<file path="config.mk">
export PLATFORM = sky130hd
export DESIGN_NAME = mcds_queue
export DESIGN_NICKNAME = d
export VERILOG_FILES = /design/src/mcds_pkg.sv /design/src/mcds_queue.sv
export SDC_FILE = /design/constraint.sdc
export NUM_CORES = 1
export LEC_CHECK = 0
export ABC_AREA = 1
export BUFFER_PORTS_ARGS = -buffer_cell sky130_fd_sc_hd__buf_2
export CAP_MARGIN = 30
export CORE_MARGIN = 5
export CORE_UTILIZATION = 54
export DETAILED_ROUTE_END_ITERATION = 8
export MAX_ROUTING_LAYER = met4
export PLACE_DENSITY = 0.76
export SYNTH_ARGS = -nofsm -noshare
export SYNTH_HDL_FRONTEND = slang
export SYNTH_SLANG_ARGS = --single-unit
</file>
<file path="constraint.sdc">
create_clock -name clock -period 4.9 [get_ports clock]
set_clock_uncertainty 0.05 [all_clocks]
set_input_delay 0.98 -clock clock [delete_from_list [all_inputs] [get_ports clock]]
set_output_delay 0.98 -clock clock [all_outputs]
set_load 0.02 [all_outputs]
</file>
<file path="src/mcds_pkg.sv">
package mcds_pkg;

   localparam int MAX_WIDTH_DEF = 4096;
   localparam int SAMPLE_W      = 16;
   localparam int PIX_W         = 3 * SAMPLE_W;
   localparam int FW_W          = 13;
   localparam int FH_W          = 14;
   localparam int ROW_W         = 14;
   localparam int IROW_W        = ROW_W + 1;   // input row may run past the height while flushing
   localparam int CSR_DATA_W    = 14;
   localparam int QUEUE_DEPTH   = 4;
   localparam int DIFF_W        = SAMPLE_W + 1;

   localparam logic [FW_W-1:0]     FRAME_WIDTH_RST  = FW_W'(4096);
   localparam logic [FH_W-1:0]     FRAME_HEIGHT_RST = FH_W'(3072);
   localparam logic [SAMPLE_W-1:0] SAMPLE_MAX       = 16'hFFFF;

   typedef logic [SAMPLE_W-1:0] sample_type;

   // r in the low bits, matching the stream data layout
   typedef struct packed {
      sample_type b;
      sample_type g;
      sample_type r;
   } pixel_type;

   typedef enum logic {
      MODE_PIXEL = 1'b0,
      MODE_FLUSH = 1'b1
   } mode_type;

   typedef enum logic {
      REG_FRAME_WIDTH  = 1'b0,
      REG_FRAME_HEIGHT = 1'b1
   } csr_index_type;

   typedef struct packed {
      logic restart;
      logic emit;
      logic smooth;
      logic frame_end;
   } cmd_flags_type;

   typedef logic [8:0][DIFF_W-1:0] diff_set_type;

   // rank-based median: element with at most four smaller and at least four
   // others smaller-or-equal
   function automatic logic [DIFF_W-1:0] median9(input diff_set_type v);
      logic [3:0]        lt;
      logic [3:0]        le;
      logic [DIFF_W-1:0] m;
      logic              found;
      m     = '0;
      found = 1'b0;
      for (int i = 0; i < 9; i++) begin
         lt = '0;
         le = '0;
         for (int j = 0; j < 9; j++) begin
            if (j != i) begin
               if ($signed(v[j]) < $signed(v[i]))  lt = lt + 4'd1;
               if ($signed(v[j]) <= $signed(v[i])) le = le + 4'd1;
            end
         end
         if (!found && lt <= 4'd4 && le >= 4'd4) begin
            m     = v[i];
            found = 1'b1;
         end
      end
      return m;
   endfunction

   function automatic sample_type add_clamp(input logic [DIFF_W-1:0] med, input sample_type g);
      logic signed [DIFF_W:0] s;
      s = $signed({med[DIFF_W-1], med}) + $signed({2'b00, g});
      if (s < 0) return '0;
      else if (s > $signed({2'b00, SAMPLE_MAX})) return SAMPLE_MAX;
      else return s[SAMPLE_W-1:0];
   endfunction

endpackage

</file>
<file path="src/mcds_queue.sv">
module mcds_queue
   import mcds_pkg::*;
#(
   parameter int DEPTH  = QUEUE_DEPTH,
   parameter int DATA_W = PIX_W
) (
   input  logic                       clock,
   input  logic                       reset,
   input  logic                       push,
   input  logic [DATA_W-1:0]          push_data,
   input  logic                       pop,
   output logic [DATA_W-1:0]          pop_data,
   output logic                       full,
   output logic                       empty,
   output logic [$clog2(DEPTH):0]     count
);

   localparam int PTR_W = $clog2(DEPTH);
   localparam int CNT_W = PTR_W + 1;

   logic [DATA_W-1:0] entry_ff [DEPTH];
   logic [PTR_W-1:0]  wr_ptr_ff, wr_ptr_in;
   logic [PTR_W-1:0]  rd_ptr_ff, rd_ptr_in;
   logic [CNT_W-1:0]  count_ff, count_in;

   assign full     = (count_ff == CNT_W'(DEPTH));
   assign empty    = (count_ff == '0);
   assign count    = count_ff;
   assign pop_data = entry_ff[rd_ptr_ff];

   always_comb begin
      wr_ptr_in = push ? wr_ptr_ff + 1'b1 : wr_ptr_ff;
      rd_ptr_in = pop ? rd_ptr_ff + 1'b1 : rd_ptr_ff;
      count_in  = count_ff;
      if (push && !pop) count_in = count_ff + 1'b1;
      else if (pop && !push) count_in = count_ff - 1'b1;
   end

   always_ff @(posedge clock) begin
      if (reset) begin
         wr_ptr_ff <= '0;
         rd_ptr_ff <= '0;
         count_ff  <= '0;
      end else begin
         wr_ptr_ff <= wr_ptr_in;
         rd_ptr_ff <= rd_ptr_in;
         count_ff  <= count_in;
      end
   end

   always_ff @(posedge clock) begin
      if (push) entry_ff[wr_ptr_ff] <= push_data;
   end

   a_no_overflow: assert property (@(posedge clock) disable iff (reset) !(push && full))
      else $error("push into full queue");
   a_no_underflow: assert property (@(posedge clock) disable iff (reset) !(pop && empty))
      else $error("pop from empty queue");
   a_push_fills: assert property (@(posedge clock) disable iff (reset)
      (push && !pop) |=> !empty)
      else $error("queue empty after a push");

endmodule

</file>
==> metrics.yaml <==
status: "complete, no violations"
power.internal_w: 0.00286
grt_usage_pct: 19.6
crit_slowest_cell: "dfxtp_4"
setup_tns_ps: 0
rows: 43
io_buffers: 104
drt_pass1_iterations: 4
finalHoldViolCount: 0
synth_top_area_share_pct: 75.6
final_common_cell: "edfxtp_1"
synth_fa_ha_area_share_pct: 1.08
min_path_type: "reg2reg"
max_freq_mhz: 296
syn_inst: 523
numCtsBuffers: 21
rsz0062_at_grt: "no"
cts_sinks: 201
grt_max_degree: 97
hpwl_um: 9130
start_util_pct: 54.9
crit_arrival_ps: 2350
min_period_over_period_pct: 69.0
path_cells: "buf_4 -> o21ai_1 -> o22ai_1 -> buf_2"
drc: 0
synth_edf_count: 192
post_cts_resized: 0
synth-xor-area-share_pct: 0.115
reg2reg_slack_ps: 2890
synth-simple-area-share_pct: 6.07
drtIter0Drc: 368
min_from: "rd_ptr_ff[1]$_SDFFE_PP0P_"
nets: 683
htree_levels: 1
end_kind: "output port"
die_h_um: 129
yosys_most_used_dff: "edfxtp_1"
antenna_found_initial: 1
placedCellCount: 782
vias: 4573
syn-num-nets: 581
slew_viol_final: 0
syn_avg_cell_area_sq_um: 14.6
swShare_pct: 24.0
cts_setup_buffers: 0
r2r-start: "wr_ptr_ff[0]$_SDFFE_PP0P_"
crit_required_ps: 3870
avgViaCountPerCell: 5.58
syn2layout_area_growth_pct: 15.4
ant_nets: 0
critPathKind: "reg2out"
final_layout_size_suffix_gt1_share_pct: 24.7
muxShareOfSynthArea_pct: 0
p_seq_share_pct: 52.9
combPwrFrac_pct: 10.2
coreArea_sq_um: 13900
async_reset_ff_share_pct: 0
synth_area_leaders: "edfxtp_1 (76%), o21ai_0 (6.0%), nor2_1 (4.5%)"
p_leak_nw: 3.14
die_w_um: 129
io_pins: 105
cpPeakStageDelay_ps: 690
crit_path_max_fanout: 50
yosysWarnings: 0
drt-wirelength-per-cell_um: 19.1
grt_pass1_vias: 4797
grt_pass1_wl_um: 24700
min_path_cells: 1
max_slew_margin_pct: 42.7
cap_viol_max_count: 0
synth-compound-area-share_pct: 10.8
synth_area_sq_um: 7620
cts_tree: "done"
finalWirelength_um: 15700
cts_root_buffer: "clkbuf_16"
yosys_register_bits: 201
reg2reg_to: "entry_ff[0][24]$_DFFE_PP_"
clock_path_buffers: 3
tightest_slew_ps: 858
r2r_cells: 5
totalPowerFinal_w: 0.00377
seq_area_frac_synth_pct: 78.0
dieArea_sq_um: 16600
ys_types: 25
p_per_area_nw_per_um2: 428
grt_overflow: 0
cts_hold_buffers: 0
p_clk_share_pct: 36.9
critPathLaunchType: "flop"
setup_viol: 0
min_period_ps: 3380
insertion_delay_ps: 480
ir_drop_mv: 0.266
synth_largest_area_cell: "edfxtp_1"
layout_common_cells: "edfxtp_1 (192), buf_2 (104), nor2_1 (92), o21ai_0 (92), o22ai_1 (48)"
stdcell_count: 820
place.gp.congestion: 0.736
synth_top_family_by_area: "compound AO/OA/AOI/OAI gates"
path_clk_slew_ps: 60
p_sw_w: 0.000903
## through the flow
step | instance area [sq um] | worst slack (ps) | utilization (%) | hold WS [ps]
after CTS | 8790 | 1520 | 63.3 | 387
after global routing | 8790 | 1310 | 63.4 | 429
final | 8790 | 1520 | 63.4 | 387
after detailed placement | 8190 | 2040 | 59.0 | 369
after floorplan | 7620 | 2490 | - | 362
after global placement | 8190 | 2100 | 59.0 | 373
## worst max path at each step
stage	cells after the start	slack, ps	to
global placement	4	2100	pop_data[34]
finish	4	1520	pop_data[19]
floorplan	2	2490	entry_ff[0][0]$_DFFE_PP_
CTS	4	1520	pop_data[34]
detailed placement	4	2040	pop_data[34]
global route	4	1310	pop_data[34]
## kinds of logic after synthesis
group	count (synthesis)
flip-flops	201
buffers and inverters	48
XOR/XNOR	1
AND/OR/NAND/NOR	115
adder cells (fa/ha/maj)	6
AO/OA/AOI/OAI	152
## synth_stat cells (5+ instances only)
cell type,n
ha_1,5
o21ai_1,9
o22ai_1,48
nor2_2,10
o21ai_0,92
edfxtp_1,192
clkbuf_2,5
nand2_1,9
buf_2,8
dfxtp_1,9
inv_1,15
nor2_1,92
buf_6,6
## power groups by stage
stage	registers (W)	logic [W]	clock network, W
final	0.00199	0.000384	0.00139
after global routing	0.00200	0.000422	0.00150
after CTS	0.00199	0.000389	0.00141
after detailed placement	0.00203	0.000388	0
after global placement	0.00202	0.000376	0
after floorplan	0.00202	0.000252	0
## worst max-delay path: cells and delay by family, from the launching register on
family	cells	cell delay, ps
flip-flops	1	690
buffers and inverters	2	730
AO/OA/AOI/OAI	2	430
## layout make-up
cell class	instances	area, sq um
Sequential cell	201	5950
Fill cell	1031	5090
Multi-Input combinational cell	274	1380
Timing Repair Buffer	110	566
Clock buffer	24	537
Tap cell	180	225
Clock inverter	13	70.1
Inverter	17	68.8
Antenna cell	1	2.50
## state kept, by name, indices dropped and copies added, names as in the netlist, named ones only
register   flops
count          3
rd_ptr_ff      2
wr_ptr_ff      2
entry_ff     192
## layer usage
metal  wire [um]  track usage [%]  vias up  share of wire (%)
met4         289             5.00        0                1.8
met5           0                -        -                  0
li1            -                -     2153                  -
met2        7980             33.8      135                 51
met3        1140             4.44       22                7.3
met1        6280             23.4     2263                 40
No activity file was read; power rests on OpenSTA's default activity.
